**config.mk**
```make
export PLATFORM = sky130hd
export DESIGN_NAME = integer_upscale_center_writer_core
export DESIGN_NICKNAME = d
export VERILOG_FILES = /design/src/design/uwr_pkg.sv /design/src/design/uwr_front.sv /design/src/design/uwr_queue.sv /design/src/design/uwr_back.sv /design/src/design/integer_upscale_center_writer_core.sv
export VERILOG_INCLUDE_DIRS = /design/src /design/src/design
export SDC_FILE = /design/constraint.sdc
export NUM_CORES = 2
export LEC_CHECK = 0
export ABC_AREA = 1
export BUFFER_PORTS_ARGS = -buffer_cell sky130_fd_sc_hd__buf_4
export CORE_ASPECT_RATIO = 1.2
export CORE_MARGIN = 3
export CORE_UTILIZATION = 55
export DETAILED_ROUTE_END_ITERATION = 7
export PLACE_DENSITY = 0.72
export SLEW_MARGIN = 10
export SYNTH_ARGS = -nofsm -noshare
export SYNTH_HDL_FRONTEND = slang
export SYNTH_SLANG_ARGS = --single-unit
```
**constraint.sdc**
```tcl
create_clock -name clock -period 8.1 [get_ports clock]
set_input_delay 0.405 -clock clock [delete_from_list [all_inputs] [get_ports clock]]
set_output_delay 0.405 -clock clock [all_outputs]
set_load 0.1 [all_outputs]
```
**src/design/assert_macros.svh**
```systemverilog
// Assertion helpers, included by the top-level core.
`ifndef ASSERT_MACROS_SVH
`define ASSERT_MACROS_SVH
`ifndef SYNTHESIS
// same-cycle implication
`define ASSERT_IMPLY(lbl, clk, rst, ante, cons) \
   lbl: assert property (@(posedge clk) disable iff (rst) (ante) |-> (cons)) \
      else $error("assertion failed");
// next-cycle implication
`define ASSERT_NEXT(lbl, clk, rst, ante, cons) \
   lbl: assert property (@(posedge clk) disable iff (rst) (ante) |=> (cons)) \
      else $error("assertion failed");
`else
`define ASSERT_IMPLY(lbl, clk, rst, ante, cons)
`define ASSERT_NEXT(lbl, clk, rst, ante, cons)
`endif
`endif

```
**src/design/uwr_pkg.sv**
```systemverilog
package uwr_pkg;

   localparam int CFG_DIM_W = 13;
   localparam int PITCH_W   = 14;
   localparam int ADDR_W    = 25;
   localparam int PIX_W     = 24;
   localparam int SCALE_W   = 4;   // holds 0..15, scale uses 0..8
   localparam int CNT_W     = 3;   // holds 0..7
   localparam int PROD_W    = CFG_DIM_W + SCALE_W;
   localparam int CSR_ADDR_W = 5;

   localparam int QUEUE_DEPTH = 2;
   localparam int QPTR_W      = 1;
   localparam int QCNT_W      = 2;

   // register indexes (paddr[4:2])
   localparam logic [2:0] REG_FRAME_WIDTH  = 3'd0;
   localparam logic [2:0] REG_FRAME_HEIGHT = 3'd1;
   localparam logic [2:0] REG_PANEL_WIDTH  = 3'd2;
   localparam logic [2:0] REG_PANEL_HEIGHT = 3'd3;
   localparam logic [2:0] REG_PITCH_WORDS  = 3'd4;
   localparam logic [2:0] REG_ORDER_BGRA   = 3'd5;

   typedef struct packed {
      logic [31:0] src_pixel;
      logic [11:0] src_col;
      logic [11:0] src_row;
   } uwr_req_type;

   typedef struct packed {
      logic [ADDR_W-1:0] dest_addr;
      logic [PIX_W-1:0]  out_pixel;
      logic              fault;
      logic              last;
   } uwr_rsp_type;

   typedef struct packed {
      logic [CFG_DIM_W-1:0] frame_width;
      logic [CFG_DIM_W-1:0] frame_height;
      logic [CFG_DIM_W-1:0] panel_width;
      logic [CFG_DIM_W-1:0] panel_height;
      logic [PITCH_W-1:0]   pitch_words;
      logic                 order_is_bgra;
   } uwr_cfg_type;

   // one classified request, ready for the writer
   typedef struct packed {
      logic              fault;
      logic [SCALE_W-1:0] scale;
      logic [ADDR_W-1:0] start_addr;
      logic [PIX_W-1:0]  pixel;
   } uwr_job_type;

   typedef enum logic [1:0] {
      FR_IDLE,
      FR_SCALE,
      FR_BASE,
      FR_ADDR
   } uwr_front_state_type;

   typedef enum logic {
      BK_IDLE,
      BK_RUN
   } uwr_back_state_type;

endpackage

```
**src/design/uwr_front.sv**
```systemverilog
module uwr_front
   import uwr_pkg::*;
#(
   parameter int MAX_DIM   = 4096,
   parameter int MAX_SCALE = 8
) (
   input  logic        clock,
   input  logic        reset,
   input  logic        start,
   output logic        busy,
   input  uwr_req_type req_data,
   input  uwr_cfg_type cfg,
   input  logic        q_full,
   output logic        q_push,
   output uwr_job_type q_job
);

   localparam logic [CFG_DIM_W:0] DIM_LIMIT = (CFG_DIM_W + 1)'(MAX_DIM);

   uwr_front_state_type state_ff, state_in;
   logic accept;

   uwr_req_type         req_ff;
   logic                fault_ff, fault_in;
   logic [SCALE_W-1:0]  scale_ff, scale_in;
   logic [PROD_W-1:0]   fws_ff, fws_in, fhs_ff, fhs_in;
   logic [PROD_W-1:0]   base_c_ff, base_c_in, base_r_ff, base_r_in;
   logic [PIX_W-1:0]    pixel_ff, pixel_in;

   logic [PROD_W-1:0] prod_w, prod_h;
   logic              dim_bad, coord_bad;
   logic [PROD_W-1:0] x0, y0;
   logic [PROD_W+PITCH_W-1:0] row_prod;

   // next state
   always_comb begin
      state_in = state_ff;
      case (state_ff)
         FR_IDLE:  if (start && !q_full) state_in = FR_SCALE;
         FR_SCALE: state_in = FR_BASE;
         FR_BASE:  state_in = FR_ADDR;
         FR_ADDR:  state_in = FR_IDLE;
         default:  state_in = FR_IDLE;
      endcase
   end

   // outputs
   always_comb begin
      accept = (state_ff == FR_IDLE) && start && !q_full;
      busy   = (state_ff != FR_IDLE) || q_full;
      q_push = (state_ff == FR_ADDR);
   end

   // scale search: fit is a prefix of 1..MAX_SCALE, keep the last hit
   always_comb begin
      scale_in = '0;
      fws_in   = '0;
      fhs_in   = '0;
      prod_w   = '0;
      prod_h   = '0;
      for (int s = 1; s <= MAX_SCALE; s++) begin
         prod_w = PROD_W'(cfg.frame_width) * PROD_W'(s);
         prod_h = PROD_W'(cfg.frame_height) * PROD_W'(s);
         if (prod_w <= PROD_W'(cfg.panel_width) && prod_h <= PROD_W'(cfg.panel_height)) begin
            scale_in = SCALE_W'(s);
            fws_in   = prod_w;
            fhs_in   = prod_h;
         end
      end
      dim_bad = (cfg.frame_width == '0) || (cfg.frame_height == '0) ||
                ({1'b0, cfg.frame_width}  > DIM_LIMIT) ||
                ({1'b0, cfg.frame_height} > DIM_LIMIT) ||
                ({1'b0, cfg.panel_width}  > DIM_LIMIT) ||
                ({1'b0, cfg.panel_height} > DIM_LIMIT);
      coord_bad = ({1'b0, req_ff.src_col} >= cfg.frame_width) ||
                  ({1'b0, req_ff.src_row} >= cfg.frame_height);
      fault_in = dim_bad || (scale_in == '0) || coord_bad;
   end

   // centering offsets and block origin
   always_comb begin
      x0 = (PROD_W'(cfg.panel_width)  - fws_ff) >> 1;
      y0 = (PROD_W'(cfg.panel_height) - fhs_ff) >> 1;
      base_c_in = x0 + PROD_W'(req_ff.src_col) * PROD_W'(scale_ff);
      base_r_in = y0 + PROD_W'(req_ff.src_row) * PROD_W'(scale_ff);
      if (cfg.order_is_bgra)
         pixel_in = req_ff.src_pixel[23:0];
      else
         pixel_in = {req_ff.src_pixel[7:0], req_ff.src_pixel[15:8], req_ff.src_pixel[23:16]};
   end

   always_comb begin
      row_prod = (PROD_W + PITCH_W)'(base_r_ff) * (PROD_W + PITCH_W)'(cfg.pitch_words);
      q_job.fault = fault_ff;
      q_job.scale = scale_ff;
      if (fault_ff) begin
         q_job.start_addr = '0;
         q_job.pixel      = '0;
      end else begin
         q_job.start_addr = row_prod[ADDR_W-1:0] + ADDR_W'(base_c_ff);
         q_job.pixel      = pixel_ff;
      end
   end

   always_ff @(posedge clock) begin
      if (reset) begin
         state_ff <= FR_IDLE;
      end else begin
         state_ff <= state_in;
      end
   end

   always_ff @(posedge clock) begin
      if (accept) begin
         req_ff <= req_data;
      end
      if (state_ff == FR_SCALE) begin
         scale_ff <= scale_in;
         fault_ff <= fault_in;
         fws_ff   <= fws_in;
         fhs_ff   <= fhs_in;
      end
      if (state_ff == FR_BASE) begin
         base_c_ff <= base_c_in;
         base_r_ff <= base_r_in;
         pixel_ff  <= pixel_in;
      end
   end

endmodule

```
**src/design/uwr_queue.sv**
```systemverilog
module uwr_queue
   import uwr_pkg::*;
(
   input  logic        clock,
   input  logic        reset,
   input  logic        push,
   input  uwr_job_type push_job,
   input  logic        pop,
   output uwr_job_type head,
   output logic        empty,
   output logic        full
);

   uwr_job_type       entries_ff [QUEUE_DEPTH];
   logic [QPTR_W-1:0] wr_ptr_ff, rd_ptr_ff;
   logic [QCNT_W-1:0] count_ff;

   assign empty = (count_ff == '0);
   assign full  = (count_ff == QCNT_W'(QUEUE_DEPTH));
   assign head  = entries_ff[rd_ptr_ff];

   always_ff @(posedge clock) begin
      if (reset) begin
         wr_ptr_ff <= '0;
         rd_ptr_ff <= '0;
         count_ff  <= '0;
      end else begin
         if (push) wr_ptr_ff <= wr_ptr_ff + 1'b1;
         if (pop)  rd_ptr_ff <= rd_ptr_ff + 1'b1;
         if (push && !pop)
            count_ff <= count_ff + 1'b1;
         else if (pop && !push)
            count_ff <= count_ff - 1'b1;
      end
   end

   always_ff @(posedge clock) begin
      if (push) begin
         entries_ff[wr_ptr_ff] <= push_job;
      end
   end

endmodule

```
**src/design/uwr_back.sv**
```systemverilog
module uwr_back
   import uwr_pkg::*;
(
   input  logic               clock,
   input  logic               reset,
   input  uwr_job_type        q_head,
   input  logic               q_empty,
   output logic               q_pop,
   input  logic [PITCH_W-1:0] pitch_words,
   output logic               rsp_strobe,
   output uwr_rsp_type        rsp_data
);

   uwr_back_state_type state_ff, state_in;
   logic emit, is_last;

   logic              fault_ff;
   logic [CNT_W-1:0]  sm1_ff, dx_ff, dy_ff;
   logic [ADDR_W-1:0] row_addr_ff;
   logic [PIX_W-1:0]  pixel_ff;
   logic              rsp_strobe_ff;
   uwr_rsp_type       rsp_data_ff;

   assign is_last = fault_ff || (dx_ff == sm1_ff && dy_ff == sm1_ff);

   // next state
   always_comb begin
      state_in = state_ff;
      case (state_ff)
         BK_IDLE: if (!q_empty) state_in = BK_RUN;
         BK_RUN:  if (is_last)  state_in = BK_IDLE;
         default: state_in = BK_IDLE;
      endcase
   end

   // outputs
   always_comb begin
      q_pop = (state_ff == BK_IDLE) && !q_empty;
      emit  = (state_ff == BK_RUN);
   end

   always_ff @(posedge clock) begin
      if (reset) begin
         state_ff      <= BK_IDLE;
         rsp_strobe_ff <= 1'b0;
      end else begin
         state_ff      <= state_in;
         rsp_strobe_ff <= emit;
      end
   end

   always_ff @(posedge clock) begin
      if (q_pop) begin
         fault_ff    <= q_head.fault;
         sm1_ff      <= CNT_W'(q_head.scale - 1'b1);
         dx_ff       <= '0;
         dy_ff       <= '0;
         row_addr_ff <= q_head.start_addr;
         pixel_ff    <= q_head.pixel;
      end else if (emit) begin
         if (dx_ff == sm1_ff) begin
            dx_ff       <= '0;
            dy_ff       <= dy_ff + 1'b1;
            row_addr_ff <= row_addr_ff + ADDR_W'(pitch_words);
         end else begin
            dx_ff <= dx_ff + 1'b1;
         end
      end
      if (emit) begin
         rsp_data_ff.dest_addr <= row_addr_ff + ADDR_W'(dx_ff);
         rsp_data_ff.out_pixel <= pixel_ff;
         rsp_data_ff.fault     <= fault_ff;
         rsp_data_ff.last      <= is_last;
      end
   end

   assign rsp_strobe = rsp_strobe_ff;
   assign rsp_data   = rsp_data_ff;

endmodule

```
**src/design/integer_upscale_center_writer_core.sv**
```systemverilog
// Integer upscale writer. Each request carries one source pixel with its
// column and row; the block answers with scale*scale destination writes
// (scale = largest whole factor fitting the frame into the panel, capped
// at MAX_SCALE, frame centered), row by row, last set on the final one.
// A bad setup or an out-of-frame coordinate gives one result with fault
// and last set and zero address and pixel. Results are one-cycle strobes
// on rsp_strobe and cannot be held off by the receiver. The front end
// takes a request through capture, scale search, origin and address
// multiply before it accepts the next; the back end fetches a job, then
// gives one result per cycle; a two-entry job queue sits between them.
// busy is high while the front end works or the queue is full.
// Configuration must be written only while no request is outstanding.
`include "assert_macros.svh"

module integer_upscale_center_writer_core
   import uwr_pkg::*;
#(
   parameter int MAX_DIM   = 4096,
   parameter int MAX_SCALE = 8
) (
   input  logic                  clock,
   input  logic                  reset,
   // request channel
   input  logic                  start,
   output logic                  busy,
   input  uwr_req_type           req_data,
   // result channel
   output logic                  rsp_strobe,
   output uwr_rsp_type           rsp_data,
   // register port
   input  logic                  csr_psel,
   input  logic                  csr_penable,
   input  logic                  csr_pwrite,
   input  logic [CSR_ADDR_W-1:0] csr_paddr,
   input  logic [31:0]           csr_pwdata,
   output logic [31:0]           csr_prdata,
   output logic                  csr_pready
);

   uwr_cfg_type cfg_ff;
   logic        csr_wr;
   logic [2:0]  csr_idx;

   logic        q_push, q_pop, q_empty, q_full;
   uwr_job_type q_job, q_head;

   logic        rsp_zero_last;

   assign csr_pready = 1'b1;
   assign csr_idx    = csr_paddr[4:2];
   assign csr_wr     = csr_psel && csr_penable && csr_pwrite;

   // register file; unlisted indexes are ignored
   always_ff @(posedge clock) begin
      if (reset) begin
         cfg_ff.frame_width   <= CFG_DIM_W'(1);
         cfg_ff.frame_height  <= CFG_DIM_W'(1);
         cfg_ff.panel_width   <= CFG_DIM_W'(1);
         cfg_ff.panel_height  <= CFG_DIM_W'(1);
         cfg_ff.pitch_words   <= PITCH_W'(1);
         cfg_ff.order_is_bgra <= 1'b0;
      end else if (csr_wr) begin
         case (csr_idx)
            REG_FRAME_WIDTH:  cfg_ff.frame_width   <= csr_pwdata[CFG_DIM_W-1:0];
            REG_FRAME_HEIGHT: cfg_ff.frame_height  <= csr_pwdata[CFG_DIM_W-1:0];
            REG_PANEL_WIDTH:  cfg_ff.panel_width   <= csr_pwdata[CFG_DIM_W-1:0];
            REG_PANEL_HEIGHT: cfg_ff.panel_height  <= csr_pwdata[CFG_DIM_W-1:0];
            REG_PITCH_WORDS:  cfg_ff.pitch_words   <= csr_pwdata[PITCH_W-1:0];
            REG_ORDER_BGRA:   cfg_ff.order_is_bgra <= csr_pwdata[0];
            default: ;
         endcase
      end
   end

   // read back
   always_comb begin
      case (csr_idx)
         REG_FRAME_WIDTH:  csr_prdata = 32'(cfg_ff.frame_width);
         REG_FRAME_HEIGHT: csr_prdata = 32'(cfg_ff.frame_height);
         REG_PANEL_WIDTH:  csr_prdata = 32'(cfg_ff.panel_width);
         REG_PANEL_HEIGHT: csr_prdata = 32'(cfg_ff.panel_height);
         REG_PITCH_WORDS:  csr_prdata = 32'(cfg_ff.pitch_words);
         REG_ORDER_BGRA:   csr_prdata = 32'(cfg_ff.order_is_bgra);
         default:          csr_prdata = '0;
      endcase
   end

   // front end: capture, classify, compute block origin
   uwr_front #(
      .MAX_DIM   (MAX_DIM),
      .MAX_SCALE (MAX_SCALE)
   ) u_front (
      .clock    (clock),
      .reset    (reset),
      .start    (start),
      .busy     (busy),
      .req_data (req_data),
      .cfg      (cfg_ff),
      .q_full   (q_full),
      .q_push   (q_push),
      .q_job    (q_job)
   );

   // job queue between the two halves
   uwr_queue u_queue (
      .clock    (clock),
      .reset    (reset),
      .push     (q_push),
      .push_job (q_job),
      .pop      (q_pop),
      .head     (q_head),
      .empty    (q_empty),
      .full     (q_full)
   );

   // back end: walks the scale-by-scale block, one write per cycle
   uwr_back u_back (
      .clock       (clock),
      .reset       (reset),
      .q_head      (q_head),
      .q_empty     (q_empty),
      .q_pop       (q_pop),
      .pitch_words (cfg_ff.pitch_words),
      .rsp_strobe  (rsp_strobe),
      .rsp_data    (rsp_data)
   );

   // zeroed final result, the only legal shape of a fault
   assign rsp_zero_last = rsp_data.last && (rsp_data.dest_addr == '0) &&
                          (rsp_data.out_pixel == '0);

   // an accepted request keeps the front end busy next cycle
   `ASSERT_NEXT(a_accept_busy, clock, reset, start && !busy, busy)
   // a fault result is a lone, zeroed, final result
   `ASSERT_IMPLY(a_fault_form, clock, reset, rsp_strobe && rsp_data.fault, rsp_zero_last)
   // the front end never pushes into a full queue
   `ASSERT_IMPLY(a_no_overflow, clock, reset, q_push, !q_full)
   // results of one request come back to back
   `ASSERT_NEXT(a_block_contig, clock, reset, rsp_strobe && !rsp_data.last, rsp_strobe)

endmodule

```
* After elaboration in Yosys (flattened, before gate mapping)
Memories as Yosys holds them, arrays and structs flattened. A register that Yosys moved wholly into a read port is not among the register bits.
Index checks and enable logic that the tools add are counted.
** Word-level totals
- Bits in registers :: 330
- Bits in writable memories :: 108
- Bits of input ports :: 99
- Output and inout port bits :: 86
- Word-level logic and storage cells :: 189
- Memories kept :: 1
** Operators by class
- Add/subtract/negate cells :: 14
- Multipliers :: 11
- Order comparisons :: 22
- Equal/unequal tests :: 12
- Muxes and demuxes :: 42
- Bitwise gates (word level) :: 1
- Reductions and logical operators :: 50
** Memory list
- u_queue.entries_ff :: words 2, bits a word 54, read ports 1, clocked after Yosys merged registers in 1, write ports 1, RTL line uwr_queue.sv:14 : uwr_job_type entries_ff [QUEUE_DEPTH];
** Operators by type and width (number)
- less-or-equal comparator 16 x 13 -> 1 bit :: 8
- two-way mux 16 bit :: 8
- one-hot mux 14 bit (6 select lines) :: 1
- two-way mux 25 bit :: 3
- multiplier 13 x 3 -> 16 bit (second input constant) :: 4
- less-or-equal comparator 15 x 13 -> 1 bit :: 4
- multiplier 13 x 2 -> 15 bit (second input constant) :: 4
- two-way mux 15 bit :: 4
- greater-than comparator 13 bit (second input constant) :: 4
- two-way mux 49 bit :: 1
- adder 16 x 16 -> 17 bit :: 2
- subtractor 13 x 17 -> 17 bit :: 2
- multiplier 12 x 4 -> 16 bit :: 2
- less-or-equal comparator 14 x 13 -> 1 bit :: 2
- two-way mux 14 bit :: 2
- greater-or-equal comparator 12 x 13 -> 1 bit :: 2
- less-or-equal comparator 13 bit :: 2
- logical NOT 13 bit :: 2
- two-way mux 13 bit :: 2
- adder 25 x 14 -> 25 bit :: 1
- adder 25 x 17 -> 25 bit :: 1
- adder 25 x 3 -> 25 bit :: 1
- multiplier 17 x 14 -> 25 bit :: 1
- two-way mux 24 bit :: 1
- 28 further kinds :: 88

* Longest topological paths before layout
- Depth after elaboration :: 13
- Mapped depth :: 31
- Mapped depth without buffers :: 30

* Cells and area by module
From an unflattened synthesis, not the netlist that was laid out.
** Second synthesis, totals
- Cells, all modules :: 5362
- Area total of the unflattened synthesis :: 43254.0 um2
** By module, submodules not included
- uwr_front :: instances 1, cells each 4015, area each 29677.2 um2, sequential area each 4334.2 um2
- uwr_back :: instances 1, cells each 582, area each 5664.2 um2, sequential area each 3283.1 um2
- uwr_queue :: instances 1, cells each 201, area each 4376.7 um2, sequential area each 3343.2 um2
- integer_upscale_center_writer_core :: instances 1, cells each 564, area each 3535.9 um2, sequential area each 1341.3 um2

* Worst setup path after synthesis
Ideal clock, no wire load.
- Kind :: reg2reg
- From :: register cfg_ff[5] (netlist name)
- To :: memory u_queue.entries_ff[0][42] (netlist bit), data pin
- Setup time :: 0.270 ns
- Arrival :: 5.488 ns
- Required time :: 7.830 ns
- Path slack :: 2.342 ns
- Stages on the path, launching flop included :: 25
- Buffers on the path :: 2
- Clock period less this slack :: 5.758 ns
- Cells stage by stage :: dfxtp_1 > clkbuf_1 > clkbuf_1 > nand2_1 > inv_1 > fa_1 > inv_1 > fa_1 > inv_1 > fa_1 > inv_1 > fa_1 > inv_1 > fa_1 > inv_1 > fa_1 > inv_1 > ha_1 > a21oi_1 > o21ai_0 > a21oi_1 > o21ai_0 > a21oi_1 > xor2_1 > nor2_1
** RTL lines (RTL line)
- end: declaration :: uwr_queue.sv:14

==> impl_metrics.csv <==
group,metric,value,unit
global_route,grt_pass1_vias,33172,
synth,synth-warning-count,0,
cts,cts_buffers,44,
sta,setup_tns,0,ps
drt,via_per_inst,5.50,
sta,fin_crit,6430,ps
place,placed_area,43000,um^2
synth,netlist_area,41000,um^2
sta,worst_pin_slew,1110,ps
place,place_hpwl,87600,um
sta,slew_headroom,26.1,%
cts,cts_resized,0,
floorplan,die_w,255,um
cts,cts.sinks,435,
cts,holdBufCountCts,42,
place,portBuffers,137,
worst_setup_path,timing.critical_path.mode_cell,"fa_1",
sta,setup_viol,0,
floorplan,coreArea,73800,um^2
sta,max_freq,155,MHz
drt,drtIter0Drc,2649,
global_route,grt_pass1_wl,179000,um
sta,slew_violations,0,
worst_setup_path,cp-startpoint,"cfg_ff[11]",
global_route,grt_max_degree,72,
drt,first_pass_iters,6,
synth,synthArstFlopShare,0,%
hold_path,hold_path_depth,1,
synth,yosysSeqAreaShare,29.9,%
status,status,"completed",
job,cap_violations,0,
drt,antenna_left,0,
worst_setup_path,cp.required,8430,ps
worst_setup_path,r2r_slack,1670,ps
worst_setup_path,slowest_delay,950,ps
cts,clk_latency,600,ps
global_route,grt_antenna_before_repair,1,
floorplan,row_count,109,
worst_setup_path,end_kind,"flip-flop",
worst_setup_path,cp-start-kind,"flip-flop",
worst_setup_path,slowest_stage,"dfxtp_1",
floorplan,initial_core_util,55.5,%
sta,finalHoldViolCount,0,
cts,clk_path_buf_depth,3,
cts,cts_root_buf,"clkbuf_16",
sta,rsz0062_at_grt,"false",
synth,synthFlopType,"edfxtp_1",
global_route,grt_usage,29.7,%
synth,synthCells,4949,
final_layout,drive_gt1_share,6.57,%
synth,synth.area.top_cells,"edfxtp_1, ha_1, fa_1",
final_layout,stdcell_area,44900,um^2
place,gp_congestion,0.995,
final_layout,final_nets,5955,
final_layout,area_growth,9.62,%
worst_setup_path,cp-endpoint,"u_queue.entries_ff[1][48]",
synth,ys_ff_latch,435,
worst_setup_path,worstReg2RegStart,"cfg_ff[11]",
power,ir_drop,0.251,mV
floorplan,die_y,305,um
cts,cts_tree,"done",
worst_setup_path,crit_type,"flip-flop to flip-flop",
synth,synth_top_area_share,25.9,%
drt,drc,0,
final_layout,antenna_cells,0,
cts,post_cts_buffers,0,
cts,cts_max_level,2,
worst_setup_path,critPathArrivalTime,6760,ps
power,leakagePower,23.0,nW
final_layout,fillCellCount,6457,
worst_setup_path,cp_cell_sequence,"nand2_1 -> fa_1 -> inv_1 -> fa_1 -> fa_1 -> fa_1 -> fa_1 -> inv_1 -> fa_1 -> inv_1 -> ha_1 -> a21oi_1 -> o21ai_0 -> a21oi_1 -> nand3_1 -> a21o_1 -> a21oi_1 -> nand3_1 -> nand2_1 -> nor2_1",
worst_setup_path,r2r_end,"u_queue.entries_ff[1][48]",
floorplan,ios,185,
global_route,overflow,0,
synth,avgSynthCellArea,8.28,um^2
drt,wl_per_cell,18.8,um
worst_setup_path,critPathMaxFanout,18,
worst_setup_path,reg2reg_depth,20,
floorplan,fp.dieArea,77800,um^2
synth,synth_area_leader_cell,"edfxtp_1",
power,p_per_area,319,nW/um^2
drt,num_vias,33682,
synth,ys_types,63,
drt,drt_wl_total,115000,um
sta,period_share,79.4,%
synth,synth_edf_count,353,
cts,cts.clk_slew.worst_paths,70,ps
sta,fin_skew,32.9,ps
hold_path,hold_path_class,"input pin to flip-flop",
[kinds of logic after synthesis]
family | after synthesis | share of synthesized area, %
and+or+nand+nor | 1851 | 18.7
buffers and inverters | 1057 | 10.0
adders and majority gates | 765 | 28.5
AOI/OAI and AO/OA | 660 | 8.96
DFF | 435 | 29.9
xor gates and xnor gates | 176 | 3.78
muxes | 3 | 0.0764
other | 2 | 0.0183
[report_power, final]
| part | leakage (nW) | switching (W) | total (W) | internal, W |
|---|---|---|---|---|
| Combinational | 18.4 | 0.00533 | 0.00813 | 0.00280 |
| Clock | 0.708 | 0.000928 | 0.00207 | 0.00115 |
| Sequential | 3.96 | 0.000551 | 0.00414 | 0.00359 |
| Total | 23.0 | 0.00681 | 0.0143 | 0.00753 |
[flip-flops by register name (all words and copies together) (netlist names), 2 cells and up, named ones only]
signal	count
u_back.row_addr_ff	25
u_front.fws_ff	16
u_back.dx_ff	3
u_back.rsp_data	51
u_front.req_ff	48
u_front.pixel_ff	24
u_back.sm1_ff	3
u_back.pixel_ff	24
u_queue.count_ff	2
u_front.state_ff	2
u_queue.entries_ff	106
u_front.base_c_ff	17
u_front.base_r_ff	17
cfg_ff	67
u_front.fhs_ff	16
u_front.scale_ff	4
u_back.dy_ff	3
[Yosys cell counts (5+ instances only)]
master	count
o21bai_1	12
o221ai_1	16
a31oi_1	11
nor3_1	43
ha_1	484
nor3_2	5
a211oi_1	5
inv_1	895
o21a_1	9
o211ai_1	15
buf_1	8
xnor2_1	57
buf_4	19
o22ai_1	20
o21ai_0	173
a21oi_1	341
inv_2	8
nor2_1	317
nand3b_1	9
buf_2	17
nand4_1	51
nand3_1	217
dfxtp_1	82
xor2_1	118
nor2_2	7
o21ai_1	12
a221oi_1	5
clkbuf_1	101
or2_0	5
nand2_2	7
a21oi_2	13
a21o_1	12
or2_2	7
buf_6	7
nor4_1	7
edfxtp_1	353
fa_1	281
nand2_1	1159
[final cells by class]
class	instances	area, um^2	area share, %
Clock buffer	52	1160	2.59
Clock inverter	30	307	0.683
Tap cell	999	1250	2.78
Sequential cell	435	12200	27.3
Inverter	905	3400	7.57
Multi-Input combinational cell	3474	24700	55.0
Timing Repair Buffer	231	1840	4.10
[stage by stage]
stage               power (W)  setup WS, ps  hold slack, ps  util [%]  std cells
detailed placement     0.0123          1760             405      58.3       6002
global route           0.0156          1330            7.14      60.9       6126
CTS                    0.0144          1720            2.20      60.9       6126
global placement       0.0120          1810             402      58.3       6002
floorplan              0.0102          2340             400         -       4966
finish                 0.0143          1670            39.7      60.9       6126
[routing by layer]
layer  share of wire, %  GRT usage (%)  up-vias
li1                   -              -    16157
met2                 48           50.2     1349
met1                 38           35.9    15787
met3                7.5           4.42      389
met5                  0              0        -
met4                6.9           17.3        0
[worst max-delay path: cells and delay by family (launching register included)]
kind	cells	cell delay, ps
buffers and inverters	3	160
AND/OR/NAND/NOR	5	580
adder cells (fa/ha/maj)	7	3580
flip-flops	1	950
AO/OA/AOI/OAI	5	870
[cell usage in the layout (no fill, tap or decap), types with 12 or more instances in the layout]
cell type      instances
a21oi_1              340
fa_1                 281
nand2_1             1159
nand3_1              217
nor3_1                43
dlygate4sd3_1         42
o221ai_1              16
conb_1                19
buf_4                189
o21ai_1               12
ha_1                 482
o21ai_0              173
nor2_1               315
dfxtp_1               80
o211ai_1              15
edfxtp_1             353
xor2_1               118
nand4_1               51
inv_1                894
o21bai_1              12
xnor2_1               57
a21o_1                12
a21oi_2               13
clkbuf_16             45
o22ai_1               20
[worst min path at each step]
stage / from / endpoint / slack, ps
after global routing: req_data[10] / u_front.req_ff[10] / 7
after floorplan: u_back.pixel_ff[8] / u_back.rsp_data[10] / 400
after detailed placement: u_back.pixel_ff[11] / u_back.rsp_data[13] / 400
after global placement: u_back.pixel_ff[0] / u_back.rsp_data[2] / 400
final: req_data[11] / u_front.req_ff[11] / 40
after CTS: req_data[11] / u_front.req_ff[11] / 2
No activity file was read; power rests on OpenSTA's default activity.
